===== config.mk =====
export PLATFORM = sky130hd
export DESIGN_NAME = pulse_rate_detector
export DESIGN_NICKNAME = d
export VERILOG_FILES = /design/src/hdl/prd_pkg.sv /design/src/hdl/pulse_rate_detector.sv /design/src/hdl/prd_cfg_regs.sv /design/src/hdl/prd_divider.sv
export SDC_FILE = /design/constraint.sdc
export NUM_CORES = 1
export LEC_CHECK = 0
export ABC_CLOCK_PERIOD_IN_PS = 7900
export BUFFER_PORTS_ARGS = -buffer_cell sky130_fd_sc_hd__buf_2
export CAP_MARGIN = 15
export CORE_ASPECT_RATIO = 1.75
export CORE_MARGIN = 5
export CORE_UTILIZATION = 50
export DETAILED_ROUTE_END_ITERATION = 8
export PLACE_DENSITY = 0.68
export RECOVER_POWER = 100
export SLEW_MARGIN = 20
export SYNTH_ARGS = -nofsm -noshare
export SYNTH_HDL_FRONTEND = slang
export SYNTH_SLANG_ARGS = --single-unit
export TNS_END_PERCENT = 30

===== constraint.sdc =====
create_clock -name clk -period 7.9 [get_ports clk]
set_input_delay 0.79 -clock clk [delete_from_list [all_inputs] [get_ports clk]]
set_output_delay 0.79 -clock clk [all_outputs]
set_load 0.05 [all_outputs]

===== src/hdl/prd_pkg.sv =====
// ----------------------------------------------------------------------------
// prd_pkg
// Shared types and constants of the pulse rate detector: beat payloads,
// configuration register indexes and the fixed rate numerator.
// ----------------------------------------------------------------------------
package prd_pkg;

	// one minute in milliseconds, the dividend of every rate computation
	localparam logic [15:0] RATE_NUM = 16'd60000;
	// quotient bits produced by the divider, one per cycle
	localparam int DIV_STEPS = 16;
	localparam int DIV_CNT_W = $clog2(DIV_STEPS + 1);

	// configuration register indexes
	localparam int CFG_IDX_W = 3;
	typedef enum logic [CFG_IDX_W-1:0] {
		CFG_THRESHOLD    = 3'd0,
		CFG_MIN_INTERVAL = 3'd1,
		CFG_MAX_INTERVAL = 3'd2,
		CFG_MIN_RATE     = 3'd3,
		CFG_MAX_RATE     = 3'd4
	} prd_cfg_idx_t;

	// register reset values
	localparam logic [11:0] THRESHOLD_RST    = 12'd1500;
	localparam logic [15:0] MIN_INTERVAL_RST = 16'd300;
	localparam logic [15:0] MAX_INTERVAL_RST = 16'd1500;
	localparam logic [15:0] MIN_RATE_RST     = 16'd55;
	localparam logic [15:0] MAX_RATE_RST     = 16'd105;

	typedef struct packed {
		logic [11:0] threshold;
		logic [15:0] min_interval_ms;
		logic [15:0] max_interval_ms;
		logic [15:0] min_rate;
		logic [15:0] max_rate;
	} prd_cfg_t;

	typedef struct packed {
		logic [11:0] sample;
		logic [31:0] now_ms;
	} prd_in_t;

	typedef struct packed {
		logic        beat;
		logic        rate_updated;
		logic        rate_report;
		logic [15:0] rate_bpm;
	} prd_out_t;

endpackage


===== src/hdl/pulse_rate_detector.sv =====
// ----------------------------------------------------------------------------
// pulse_rate_detector
// Threshold-crossing heart rate detector with iterative rate division.
// ----------------------------------------------------------------------------
// Each input beat carries one sensor sample and its millisecond timestamp and
// yields exactly one result. A sample that does not record a beat, or records
// a beat whose interval lies outside the window, goes from accept through
// S_PUSH into the output register, and the next sample can be taken once
// S_PUSH has loaded it. For a beat with an interval inside the window, the
// rate 60000 / interval comes from a restoring divider that produces one
// quotient bit per cycle while the sequencer waits in S_DIV; S_DIV then hands
// the quotient over and S_PUSH loads the output register. in_ready is high
// only while the sequencer is idle; one finished result may wait in the output
// register while the next sample is taken, and the load of the next result
// waits in S_PUSH until the waiting result is taken.
// ----------------------------------------------------------------------------
module pulse_rate_detector import prd_pkg::*; (
	input  logic                 clk,
	input  logic                 arst_n,
	input  logic                 in_valid,
	output logic                 in_ready,
	input  prd_in_t              in_data,
	output logic                 out_valid,
	input  logic                 out_ready,
	output prd_out_t             out_data,
	input  logic                 cfg_valid,
	output logic                 cfg_ready,
	input  logic [CFG_IDX_W-1:0] cfg_index,
	input  logic [15:0]          cfg_data
);

	typedef enum logic [1:0] {
		S_IDLE,
		S_DIV,
		S_PUSH
	} state_t;

	state_t      state_q;
	prd_cfg_t    cfg;
	logic [31:0] last_beat_q;
	logic        above_q;
	logic [15:0] rate_q;
	logic        beat_q;
	logic        upd_q;
	logic        report_q;
	logic        out_valid_q;
	prd_out_t    out_q;

	logic        accept;
	logic        beat_now;
	logic        below;
	logic [31:0] interval;
	logic        in_window;
	logic        div_start;
	logic        div_done;
	logic [15:0] div_quo;
	logic        out_free;
	logic        out_load;

	prd_cfg_regs u_cfg (
		.clk       (clk),
		.arst_n    (arst_n),
		.cfg_valid (cfg_valid),
		.cfg_ready (cfg_ready),
		.cfg_index (cfg_index),
		.cfg_data  (cfg_data),
		.cfg       (cfg)
	);

	// beat detection and interval window
	assign accept    = in_valid && in_ready;
	assign beat_now  = (in_data.sample > cfg.threshold) && !above_q;
	assign below     = in_data.sample < cfg.threshold;
	assign interval  = in_data.now_ms - last_beat_q;
	assign in_window = (interval > {16'd0, cfg.min_interval_ms})
		&& (interval < {16'd0, cfg.max_interval_ms});
	assign div_start = accept && beat_now && in_window;

	prd_divider u_div (
		.clk      (clk),
		.arst_n   (arst_n),
		.start    (div_start),
		.divisor  (interval[15:0]),
		.done     (div_done),
		.quotient (div_quo)
	);

	assign in_ready  = (state_q == S_IDLE);
	assign out_free  = !out_valid_q || out_ready;
	assign out_load  = (state_q == S_PUSH) && out_free;
	assign out_valid = out_valid_q;
	assign out_data  = out_q;

	// sequencer, detector state and output register
	always_ff @(posedge clk or negedge arst_n) begin
		if (!arst_n) begin
			state_q     <= S_IDLE;
			last_beat_q <= '0;
			above_q     <= 1'b0;
			rate_q      <= '0;
			beat_q      <= 1'b0;
			upd_q       <= 1'b0;
			report_q    <= 1'b0;
			out_valid_q <= 1'b0;
			out_q       <= '0;
		end else begin
			// output valid: set on a load, cleared when the result is taken
			if (out_load) begin
				out_valid_q <= 1'b1;
			end else if (out_valid_q && out_ready) begin
				out_valid_q <= 1'b0;
			end
			unique case (state_q)
				S_IDLE: begin
					if (accept) begin
						beat_q   <= beat_now;
						upd_q    <= beat_now && in_window;
						report_q <= 1'b0;
						if (beat_now) begin
							last_beat_q <= in_data.now_ms;
							above_q     <= 1'b1;
						end else if (below) begin
							above_q <= 1'b0;
						end
						state_q <= div_start ? S_DIV : S_PUSH;
					end
				end
				S_DIV: begin
					if (div_done) begin
						rate_q   <= div_quo;
						report_q <= (div_quo >= cfg.min_rate) && (div_quo <= cfg.max_rate);
						state_q  <= S_PUSH;
					end
				end
				S_PUSH: begin
					if (out_free) begin
						out_q.beat         <= beat_q;
						out_q.rate_updated <= upd_q;
						out_q.rate_report  <= report_q;
						out_q.rate_bpm     <= rate_q;
						state_q            <= S_IDLE;
					end
				end
				default: state_q <= S_IDLE;
			endcase
		end
	end

	// divider finishes only while the sequencer waits for it
	a_div_done_in_div: assert property (@(posedge clk) disable iff (!arst_n)
		div_done |-> state_q == S_DIV)
		else $error("divider done outside division state");

	// a recorded beat disarms the detector
	a_beat_disarms: assert property (@(posedge clk) disable iff (!arst_n)
		accept && beat_now |=> above_q)
		else $error("detector still armed after a beat");

	// a report needs a recomputed rate, which needs a beat
	a_report_chain: assert property (@(posedge clk) disable iff (!arst_n)
		out_valid |-> (!out_data.rate_report || out_data.rate_updated)
			&& (!out_data.rate_updated || out_data.beat))
		else $error("result flags inconsistent");

	// a waiting result stays put until it is taken
	a_out_hold: assert property (@(posedge clk) disable iff (!arst_n)
		out_valid && !out_ready |=> out_valid && $stable(out_data))
		else $error("waiting result changed or dropped");

endmodule


===== src/hdl/prd_cfg_regs.sv =====
// ----------------------------------------------------------------------------
// prd_cfg_regs
// Configuration register file: threshold, interval window and rate range,
// written one register per beat on the configuration channel.
// ----------------------------------------------------------------------------
module prd_cfg_regs import prd_pkg::*; (
	input  logic                 clk,
	input  logic                 arst_n,
	input  logic                 cfg_valid,
	output logic                 cfg_ready,
	input  logic [CFG_IDX_W-1:0] cfg_index,
	input  logic [15:0]          cfg_data,
	output prd_cfg_t             cfg
);

	prd_cfg_t cfg_q;

	// writes are always taken
	assign cfg_ready = 1'b1;
	assign cfg        = cfg_q;

	// register decode, unknown indexes are dropped
	always_ff @(posedge clk or negedge arst_n) begin
		if (!arst_n) begin
			cfg_q.threshold       <= THRESHOLD_RST;
			cfg_q.min_interval_ms <= MIN_INTERVAL_RST;
			cfg_q.max_interval_ms <= MAX_INTERVAL_RST;
			cfg_q.min_rate        <= MIN_RATE_RST;
			cfg_q.max_rate        <= MAX_RATE_RST;
		end else if (cfg_valid) begin
			unique case (cfg_index)
				CFG_THRESHOLD:    cfg_q.threshold       <= cfg_data[11:0];
				CFG_MIN_INTERVAL: cfg_q.min_interval_ms <= cfg_data;
				CFG_MAX_INTERVAL: cfg_q.max_interval_ms <= cfg_data;
				CFG_MIN_RATE:     cfg_q.min_rate        <= cfg_data;
				CFG_MAX_RATE:     cfg_q.max_rate        <= cfg_data;
				default: ;
			endcase
		end
	end

endmodule


===== src/hdl/prd_divider.sv =====
// ----------------------------------------------------------------------------
// prd_divider
// Restoring radix-2 divider computing one minute in milliseconds divided by
// the beat interval, one quotient bit per cycle.
// ----------------------------------------------------------------------------
module prd_divider import prd_pkg::*; (
	input  logic        clk,
	input  logic        arst_n,
	input  logic        start,
	input  logic [15:0] divisor,
	output logic        done,
	output logic [15:0] quotient
);

	logic [15:0]          rem_q;
	logic [15:0]          quo_q;
	logic [15:0]          dvs_q;
	logic [DIV_CNT_W-1:0] cnt_q;
	logic                 busy_q;
	logic                 done_q;

	logic [16:0] trial;
	logic [16:0] diff;
	logic        fits;

	// trial subtraction of the shifted partial remainder
	assign trial = {rem_q, quo_q[15]};
	assign diff  = trial - {1'b0, dvs_q};
	assign fits  = !diff[16];

	assign done     = done_q;
	assign quotient = quo_q;

	// iteration control
	always_ff @(posedge clk or negedge arst_n) begin
		if (!arst_n) begin
			busy_q <= 1'b0;
			done_q <= 1'b0;
			cnt_q  <= '0;
		end else begin
			done_q <= 1'b0;
			if (start) begin
				busy_q <= 1'b1;
				cnt_q  <= DIV_CNT_W'(DIV_STEPS);
			end else if (busy_q) begin
				cnt_q <= cnt_q - 1'b1;
				if (cnt_q == DIV_CNT_W'(1)) begin
					busy_q <= 1'b0;
					done_q <= 1'b1;
				end
			end
		end
	end

	// datapath: dividend bits shift out as quotient bits shift in
	always_ff @(posedge clk) begin
		if (start) begin
			rem_q <= '0;
			quo_q <= RATE_NUM;
			dvs_q <= divisor;
		end else if (busy_q) begin
			rem_q <= fits ? diff[15:0] : trial[15:0];
			quo_q <= {quo_q[14:0], fits};
		end
	end

endmodule

==> flow_summary.ini, run 1 <==
[synth]
syn-mean-instance-area_um2 = 9.222
synth-seq-cells = 205
yosys_warnings = 0
synth_area_um2 = 12740
synth_ff_type = dfrtp_1
synthAdderAreaFrac_pct = 12.50
synth_xor_area_share_pct = 2.407
synth-simple-area-share_pct = 14.72
synth-compound-area-share_pct = 18.45
synthMuxAreaShare_pct = 6.130
synth_edf_count = 16
synth_seq_area_share_pct = 39.92
synth.distinct_cells = 77
synth_top_family_by_area = compound AO/OA/AOI/OAI gates
synth_cells = 1381
synth-async-reset-ratio_pct = 76.59
synth_nets = 1575

[run_status]
status = finished with violations
violations = capacitance limit, slew limit

[route]
via_per_inst = 5.835
wl_per_cell_um = 20.04
drc = 0
vias = 10370
first_pass_iters = 5
drt_iter0_markers = 528
finalWirelength_um = 35620
ant_nets = 0

[critical_path]
rr_endpoint = u_div.dvs_q[12]$_DFFE_PP_
crit_path_cell_trace = clkbuf_1 -> inv_1 -> ha_1 -> inv_1 -> fa_1 -> a211o_1 -> a211oi_1 -> o21ai_0 -> o31ai_1 -> xnor2_1 -> ha_1 -> nand4_1 -> nor4_1 -> or4_1 -> nor4_1 -> nand4_1 -> nor4_1 -> nand4_1 -> nor4_1 -> clkbuf_1
critPathArrivalTime_ns = 7.01
worst-setup-path-type = input pin to flop
critPathSlowestCell = a211oi_1
startpoint_type = input pin
worst-path-max-fanout = 16
r2r_cells = 18
cp_common_cell = nor4_1
ff2ff_setup_slack_ns = 1.13
reg2reg_from = last_beat_q[0]$_DFFE_PN0P_
critical_path.max_stage_delay_ns = 0.83
end_kind = flop
crit_required_ns = 8.03

[clock_network]
clkTransAtPathRegs_ns = 0.07
hold_buffers = 0
htreeDepth = 1
clk_path_buf_depth = 3
cts-root-buf = clkbuf_16
cts_inserted_buffers = 20
cts_setup_buffers = 0
tritoncts = done
cts_sinks = 205
cts_resized = 0
clock_latency_ns = 0.50

[sta]
final.min_clock_period_ns = 6.880
hold_violations = 0
grt_setup_unrepaired = no
tns_ns = 0
fin_ws_ns = 1.020
slew_violations = 214
max_slew.worst_pin.slew_ns = 4.418
timing.clock.skew_ns = 0.01325
max_freq_mhz = 145.4
post-route-period-util_pct = 87.08
finalSetupViolCount = 0
relSlewSlack_pct = -194.6

[layout]
final_common_cell = inv_1
mostFrequentLayoutCells = inv_1, dfrtp_1, nand2_1
n_antenna_cell = 0
drive_gt1_share_pct = 13.68
final_nets = 1642
post-route-util_pct = 55.88
post_layout_nonfiller_instances = 1778
area_delta_synth_final_pct = 10.76
fillCellCount = 2372

[global_routing]
grt_pass1_wl_um = 56550
grt_overflow_total = 0
antenna_found_initial = 0
top_usage_layer = met2
grt_use_total_pct = 24.82
grtUsageMet3_pct = 2.413
grt_pass1_vias = 10620
grt_use_met1_pct = 24.80
grt.met2_usage_pct = 48.03
grt_max_degree = 82

[place]
post-place-ws_ns = 1.422
place.detailed.hpwl_um = 28140
port_buffers = 88
routabilityCongestion = 0.9836
dp_cells = 1742

[die]
die_x_um = 130.6
initial_core_util_pct = 50.46
rows = 77
coreArea_um2 = 25240
die_y_um = 221.1
pin_count = 90
dieArea_um2 = 28890

[pwr]
leakage_nw = 6.545
fin_total_pwr_w = 0.004728
ir_drop_v = 0.0003020
p_per_area_nw_per_um2 = 335.2

[min_path]
hold_depth = 1
min_path_type = flop to flop
min_from = beat_q$_DFFE_PN0P_
holdPathEnd = beat_q$_DFFE_PN0P_

[job]
cap_violations = 3
synth_stat cells (28+ instances only):
library cell | instances | area [um^2]
a211oi_1 | 28 | 210.2
a21o_1 | 32 | 240.2
a21oi_1 | 77 | 385.4
clkbuf_1 | 43 | 161.4
dfrtp_1 | 130 | 3253
dfxtp_1 | 32 | 640.6
ha_1 | 124 | 1551
inv_1 | 141 | 529.3
mux2_2 | 55 | 619.3
nand2_1 | 125 | 469.2
nand4_1 | 29 | 181.4
nor2_1 | 83 | 311.6
o21ai_0 | 120 | 600.6
area by class of cell:
cell class                 instances  area [um^2]  share of cell area (%)
sequential                       205         5087                   36.07
multi-input combinational        981         6909                   48.98
timing repair buffer              99        461.7                   3.273
clock inverter                    10        147.6                   1.047
inverter                         141        529.3                   3.752
tap                              316        395.4                   2.803
clock buffer                      26        575.6                   4.080
worst max-delay path, delay by kind of cell:
| family | cells | cell delay [ns] |
|---|---|---|
| AOI/OAI and AO/OA | 4 | 2.07 |
| and+or+nand+nor | 8 | 1.95 |
| buffers and inverters | 4 | 0.97 |
| adders and majority gates | 3 | 0.93 |
| xor gates and xnor gates | 1 | 0.28 |
registers in the layout, indices dropped and copies added, names as in the netlist:
register and flops:
out_valid 1, u_cfg.cfg 76, rate_q 16, last_beat_q 32
u_div.done 1, u_div.busy_q 1, u_div.rem_q 16, state_q 2
u_div.dvs_q 16, report_q 1, upd_q 1, out_data 19
above_q 1, beat_q 1, u_div.quotient 16, u_div.cnt_q 5
per-layer routing:
layer  part of all wire, %  vias to the layer above
met2                    56                      229
li1                      -                     5031
met3                   3.1                      109
met1                    34                     5005
met5                     0                        -
met4                   6.3                        0
worst max-delay path by stage:
stage,start,slack [ns],depth (start not counted),endpoint
global placement,in_data[0],1.64,20,state_q[1]$_DFFE_PN0P_
detailed placement,in_data[0],1.42,20,state_q[1]$_DFFE_PN0P_
global route,in_data[0],0.78,20,state_q[1]$_DFFE_PN0P_
finish,in_data[0],1.02,20,u_div.dvs_q[12]$_DFFE_PP_
floorplan,in_data[10],1.34,19,u_div.dvs_q[0]$_DFFE_PP_
CTS,in_data[0],1.97,20,state_q[1]$_DFFE_PN0P_
metrics by stage:
step / hold WS, ns / area (um^2)
3_3_place_gp: 0.4572 / 13470
2_1_floorplan: 0.4454 / 12740
6_report: 0.4768 / 14110
4_1_cts: 0.3633 / 14190
3_5_place_dp: 0.4663 / 13470
5_1_grt: 0.5019 / 14110
cell families (layout without fill, tap and decap cells):
| kind of cell | Yosys count | count (layout) |
|---|---|---|
| mux | 71 | 71 |
| flops | 205 | 205 |
| simple gates | 380 | 380 |
| other cells | 1 | 1 |
| compound gates | 368 | 368 |
| xor+xnor | 35 | 35 |
| buf+inv | 195 | 276 |
| fa+ha+maj | 126 | 126 |
power breakdown:
| part | internal (W) | switching [W] |
|---|---|---|
| sequential | 0.00128 | 0.0000529 |
| clock | 0.000619 | 0.000418 |
| combinational | 0.000858 | 0.00150 |
Power figures use the tool's default switching activity.
==> run 2, diff against run 1 <==
==> constraint.sdc (replaced) <==
create_clock -name clk -period 7.9 [get_ports clk]
set_input_delay 0.395 -clock clk [delete_from_list [all_inputs] [get_ports clk]]
set_output_delay 0.395 -clock clk [all_outputs]
set_load 0.05 [all_outputs]
==> run 2 against run 1 <==
The flow still finishes with violations (capacitance limit, slew limit). Design area decreased by 0.34%. Flip-flop and latch count unchanged. Combinational power about the same. Clock-buffer cell count increased by 1. Wire length decreased by 0.78%. Worst hold slack got worse by 0.37 ns. Setup slack improved by 0.17 ns. Total power decreased by 1.3%. Critical endpoint is now u_div.dvs_q[1]$_DFFE_PP_.
==> flow_summary.ini, run 2 (same netlist as run 1, synthesis figures left out) <==
[sta]
finalSetupViolCount = 0
grt_setup_unrepaired = no
hold_violations = 0
final.min_clock_period_ns = 6.705
relSlewSlack_pct = -201.9
timing.clock.skew_ns = 0.01092
max_slew.worst_pin.slew_ns = 4.529
slew_violations = 217
max_freq_mhz = 149.1
tns_ns = 0
post-route-period-util_pct = 84.87

[clock_network]
clock_latency_ns = 0.52
cts_inserted_buffers = 21
cts_sinks = 205
cts_resized = 0
cts-root-buf = clkbuf_16
hold_buffers = 1
htreeDepth = 1
clk_path_buf_depth = 3
tritoncts = done
cts_setup_buffers = 0
clkTransAtPathRegs_ns = 0.06

[global_routing]
antenna_found_initial = 0
grt_overflow_total = 0
grt_pass1_vias = 10750
grt_max_degree = 84
grt_pass1_wl_um = 56050
grt_use_total_pct = 24.58

[place]
place.detailed.hpwl_um = 27660
port_buffers = 88
routabilityCongestion = 1.047

[critical_path]
crit_required_ns = 8.03
reg2reg_from = last_beat_q[0]$_DFFE_PN0P_
end_kind = flop
startpoint_type = flop
startpoint = last_beat_q[0]$_DFFE_PN0P_
critPathArrivalTime_ns = 6.84
crit_path_cell_trace = ha_1 -> inv_1 -> fa_1 -> a211o_1 -> a211oi_1 -> o21ai_0 -> o31ai_1 -> xnor2_1 -> ha_1 -> nand4_1 -> nor4_1 -> or4_1 -> nor4_1 -> nand4_1 -> nor4_1 -> nand4_1 -> nor4_1 -> clkbuf_1
critPathSlowestCell = a211oi_1
worst-setup-path-type = flop to flop
critical_path.max_stage_delay_ns = 0.80
worst-path-max-fanout = 16
cp_common_cell = nor4_1

[pwr]
ir_drop_v = 0.0002340
p_per_area_nw_per_um2 = 331.8
leakage_nw = 6.534

[die]
die_y_um = 221.1
pin_count = 90
rows = 77
initial_core_util_pct = 50.46
die_x_um = 130.6
dieArea_um2 = 28890
coreArea_um2 = 25240

[run_status]
status = finished with violations
violations = capacitance limit, slew limit

[route]
drt_iter0_markers = 466
wl_met3_um = 1194
finalWirelength_um = 35350
vias = 10440
wl_met1_um = 12340
drc = 0
first_pass_iters = 7
ant_nets = 0
top_layer_used = met4
dr_wl_met2_um = 19320
via_per_inst = 5.864
wl_per_cell_um = 19.85

[layout]
final_nets = 1644
area_delta_synth_final_pct = 10.38
n_antenna_cell = 0
drive_gt1_share_pct = 13.79
final_common_cell = inv_1
mostFrequentLayoutCells = inv_1, dfrtp_1, nand2_1
post-route-util_pct = 55.70
largest_reg_flops = 76

[job]
cap_violations = 3

[min_path]
min_path_type = input pin to flop
min_from = in_data[26]
==> run 2: area by class of cell <==
cell class	count	area [um^2]
clock inverters	11	101.3
repair buffers	100	473.0
fillers	2314	11180
flip-flops and latches	205	5087
clock buffers	27	578.1
inverters	141	529.3
well taps	316	395.4
multi-input cells	981	6894
==> run 2: per-stage QoR <==
step	instance area (um^2)	power, W	hold WS [ns]	std cells	setup WS (ns)
3_5_place_dp	13470	0.003675	0.4661	1742	1.920
3_3_place_gp	13470	0.003648	0.4601	1742	2.093
4_1_cts	14160	0.004686	0.09073	1781	2.159
6_report	14060	0.004664	0.1021	1781	1.195
2_1_floorplan	12740	0.002955	0.09941	1381	1.738
5_1_grt	14060	0.004986	0.1056	1781	0.9433
==> run 2: worst paths after layout <==
| check | endpoint | slack (ns) | depth (start not counted) |
|---|---|---|---|
| setup / recovery | u_div.dvs_q[1]$_DFFE_PP_ | 1.20 | 18 |
| max in group asynchronous | last_beat_q[24]$_DFFE_PN0P_ | 2.21 | 3 |
| hold / removal | last_beat_q[26]$_DFFE_PN0P_ | 0.10 | 3 |
| min in group asynchronous | out_data[10]$_DFFE_PN0P_ | 2.03 | 2 |
| hold reg to reg | beat_q$_DFFE_PN0P_ | 0.48 | 1 |
| setup reg to reg | u_div.dvs_q[1]$_DFFE_PP_ | 1.20 | 18 |
==> run 2: power by group <==
part / leakage, nW / internal, W / switching, W
Clock: 0.338 / 0.000558 / 0.000431
Combinational: 3.88 / 0.000859 / 0.00148
Sequential: 2.32 / 0.00128 / 0.0000536
Total: 6.53 / 0.00270 / 0.00197
==> run 2: critical path: cells and delay by family (launching register included) <==
kind / cells / cell delay, ns
simple gates: 8 / 2.00
xor+xnor: 1 / 0.26
buf+inv: 2 / 0.83
compound gates: 4 / 1.98
fa+ha+maj: 3 / 0.91
flops: 1 / 0.35
==> run 2: layer usage <==
metal,vias up,global-route usage [%]
li1,5040,-
met1,4996,24.76
met2,267,46.69
met3,141,2.558
met4,0,14.58
met5,-,0
==> run 3, diff against run 2 <==
--- a/config.mk
+++ b/config.mk
@@ -5,14 +5,14 @@
 export SDC_FILE = /design/constraint.sdc
 export NUM_CORES = 1
 export LEC_CHECK = 0
-export ABC_CLOCK_PERIOD_IN_PS = 7900
+export ABC_CLOCK_PERIOD_IN_PS = 5720
 export BUFFER_PORTS_ARGS = -buffer_cell sky130_fd_sc_hd__buf_2
 export CAP_MARGIN = 15
 export CORE_ASPECT_RATIO = 1.75
 export CORE_MARGIN = 5
 export CORE_UTILIZATION = 50
 export DETAILED_ROUTE_END_ITERATION = 8
-export PLACE_DENSITY = 0.68
+export PLACE_DENSITY = 0.71
 export RECOVER_POWER = 100
 export SLEW_MARGIN = 20
 export SYNTH_ARGS = -nofsm -noshare
==> constraint.sdc (replaced) <==
create_clock -name clk -period 5.72 [get_ports clk]
set_input_delay 0.286 -clock clk [delete_from_list [all_inputs] [get_ports clk]]
set_output_delay 0.286 -clock clk [all_outputs]
set_load 0.05 [all_outputs]
==> run 3 against run 2 <==
Highest routed layer unchanged. The run still ends with capacitance limit, slew limit left. Die area unchanged. Global-route usage decreased by 0.078 points. Clock power is 45% higher. Largest power group unchanged.
==> flow_summary.ini, run 3 (same netlist as run 1, synthesis figures left out) <==
[pwr]
ir_drop_v = 0.0003370
leakage_nw = 6.755
p_per_area_nw_per_um2 = 469.6

[critical_path]
critPathArrivalTime_ns = 5.64
crit_path_cell_trace = dlygate4sd3_1 -> clkbuf_1 -> ha_1 -> and4_1 -> buf_4 -> and2_0 -> a31o_2 -> or3_1 -> a21oi_2 -> xnor2_2 -> ha_1 -> a21o_1 -> a21oi_1 -> buf_4 -> nor2_1 -> or4_1 -> nor4_1 -> nand4_1 -> nor4_1 -> nand4_1 -> nor4_2 -> buf_6
cp_top_family = simple AND/OR/NAND/NOR gates
reg2reg_from = last_beat_q[7]$_DFFE_PN0P_
critPathBufInv = 5
startpoint = in_data[7]
worst-setup-path-type = input pin to flop
worst-path-max-fanout = 16
critical_path.max_stage_delay_ns = 0.53
rr_endpoint = u_div.dvs_q[5]$_DFFE_PP_
startpoint_type = input pin
ff2ff_setup_slack_ns = 0.36
end_kind = flop
crit_required_ns = 5.93
critPathSlowestCell = dlygate4sd3_1
r2r_cells = 21

[sta]
timing.clock.skew_ns = 0.01727
max_slew.worst_pin.slew_ns = 2.601
grt_setup_unrepaired = no
hold_violations = 0
relSlewSlack_pct = -73.37
finalSetupViolCount = 0
final.min_clock_period_ns = 5.427
finalHoldWorstSlack_ns = 0.02315
max_freq_mhz = 184.3
tns_ns = 0
post-route-period-util_pct = 94.87
slew_violations = 168

[layout]
final_nets = 1690
drive_gt1_share_pct = 15.02
largest_reg_flops = 76
final_common_cell = inv_1
mostFrequentLayoutCells = inv_1, dfrtp_1, nand2_1
area_delta_synth_final_pct = 14.22

[min_path]
hold_depth = 3
holdPathEnd = last_beat_q[30]$_DFFE_PN0P_
min_path_type = input pin to flop
min_from = in_data[30]

[route]
drt_iter0_markers = 427
ant_nets = 0
finalWirelength_um = 35280
first_pass_iters = 5
wl_per_cell_um = 19.30
drc = 0
vias = 10530
via_per_inst = 5.762

[clock_network]
cts_setup_buffers = 0
cts_inserted_buffers = 21
tritoncts = done
clkTransAtPathRegs_ns = 0.06
cts_sinks = 205
cts-root-buf = clkbuf_16
clock_latency_ns = 0.52
clk_path_buf_depth = 3
htreeDepth = 1

[global_routing]
grt_pass1_wl_um = 55520
grt_pass1_vias = 10700
antenna_found_initial = 1
grt_max_degree = 104
grt_use_total_pct = 24.50
grt_overflow_total = 0

[die]
coreArea_um2 = 25240
rows = 77
die_x_um = 130.6
pin_count = 90
die_y_um = 221.1
initial_core_util_pct = 50.46
dieArea_um2 = 28890

[place]
place.detailed.hpwl_um = 27960
routabilityCongestion = 1.025
port_buffers = 88

[job]
cap_violations = 2

[run_status]
status = finished with violations
violations = capacitance limit, slew limit
[run 3: cell count changes in the layout (fill, tap and decap cells not counted), moves of 2 or more]
cell | previous run | this run
bufinv_16 | 1 | 3
buf_2 | 65 | 63
buf_4 | 2 | 19
buf_12 | 0 | 2
clkbuf_8 | 3 | 1
clkbuf_1 | 33 | 38
dlygate4sd3_1 | 1 | 24
[run 3: how the worst max path moves through the flow]
stage,end,cells after the start
2_1_floorplan,u_div.dvs_q[0]$_DFFE_PP_,20
5_1_grt,u_div.dvs_q[5]$_DFFE_PP_,22
4_1_cts,u_div.dvs_q[1]$_DFFE_PP_,19
3_3_place_gp,u_div.dvs_q[5]$_DFFE_PP_,19
6_report,u_div.dvs_q[5]$_DFFE_PP_,22
3_5_place_dp,u_div.dvs_q[4]$_DFFE_PP_,19
[run 3: cell type report]
type | count | area [um^2]
diodes | 1 | 2.502
clock buffers | 25 | 550.5
clock inverters | 13 | 160.2
fillers | 2300 | 10700
inverters | 141 | 529.3
multi-input cells | 981 | 6930
flip-flops and latches | 205 | 5087
well taps | 316 | 395.4
repair buffers | 146 | 890.9
[run 3: per-layer routing]
metal	vias up	GRT usage, %	routed length [um]
li1	5121	-	-
met1	5042	24.11	12190
met2	257	46.25	19170
met3	113	2.124	990
met4	0	16.94	2934
met5	-	0	0
[run 3: worst reg2reg max path, delay by kind of cell (launching register included)]
family | cells | cell delay (ns)
simple gates | 10 | 2.51
compound gates | 4 | 0.81
fa+ha+maj | 2 | 0.65
buf+inv | 4 | 0.58
flops | 1 | 0.32
xor+xnor | 1 | 0.18
[run 3: per-stage QoR]
stage | total power, W | cells | utilization (%) | area, um^2 | setup slack, ns
3_5_place_dp | 0.005392 | 1765 | 54.17 | 13670 | 0.1733
2_1_floorplan | 0.004085 | 1381 | - | 12740 | 0.2503
4_1_cts | 0.006863 | 1827 | 57.94 | 14630 | 0.1665
3_3_place_gp | 0.005374 | 1765 | 54.17 | 13670 | 0.2158
6_report | 0.006831 | 1828 | 57.63 | 14550 | 0.2934
5_1_grt | 0.007268 | 1828 | 57.63 | 14550 | 0.02624
[run 3: repair_timing]
action / in CTS / in global routing
gates resized for setup: 0 / 4
endpoints found under the setup margin: 0 / 58
hold buffers: 24 / 0
endpoints found under the hold margin: 103 / 0
[run 3: power by group]
group          total (W)  switching [W]  internal, W
registers        0.00184      0.0000760      0.00177
clock network    0.00143       0.000594     0.000832
logic            0.00356        0.00223      0.00133
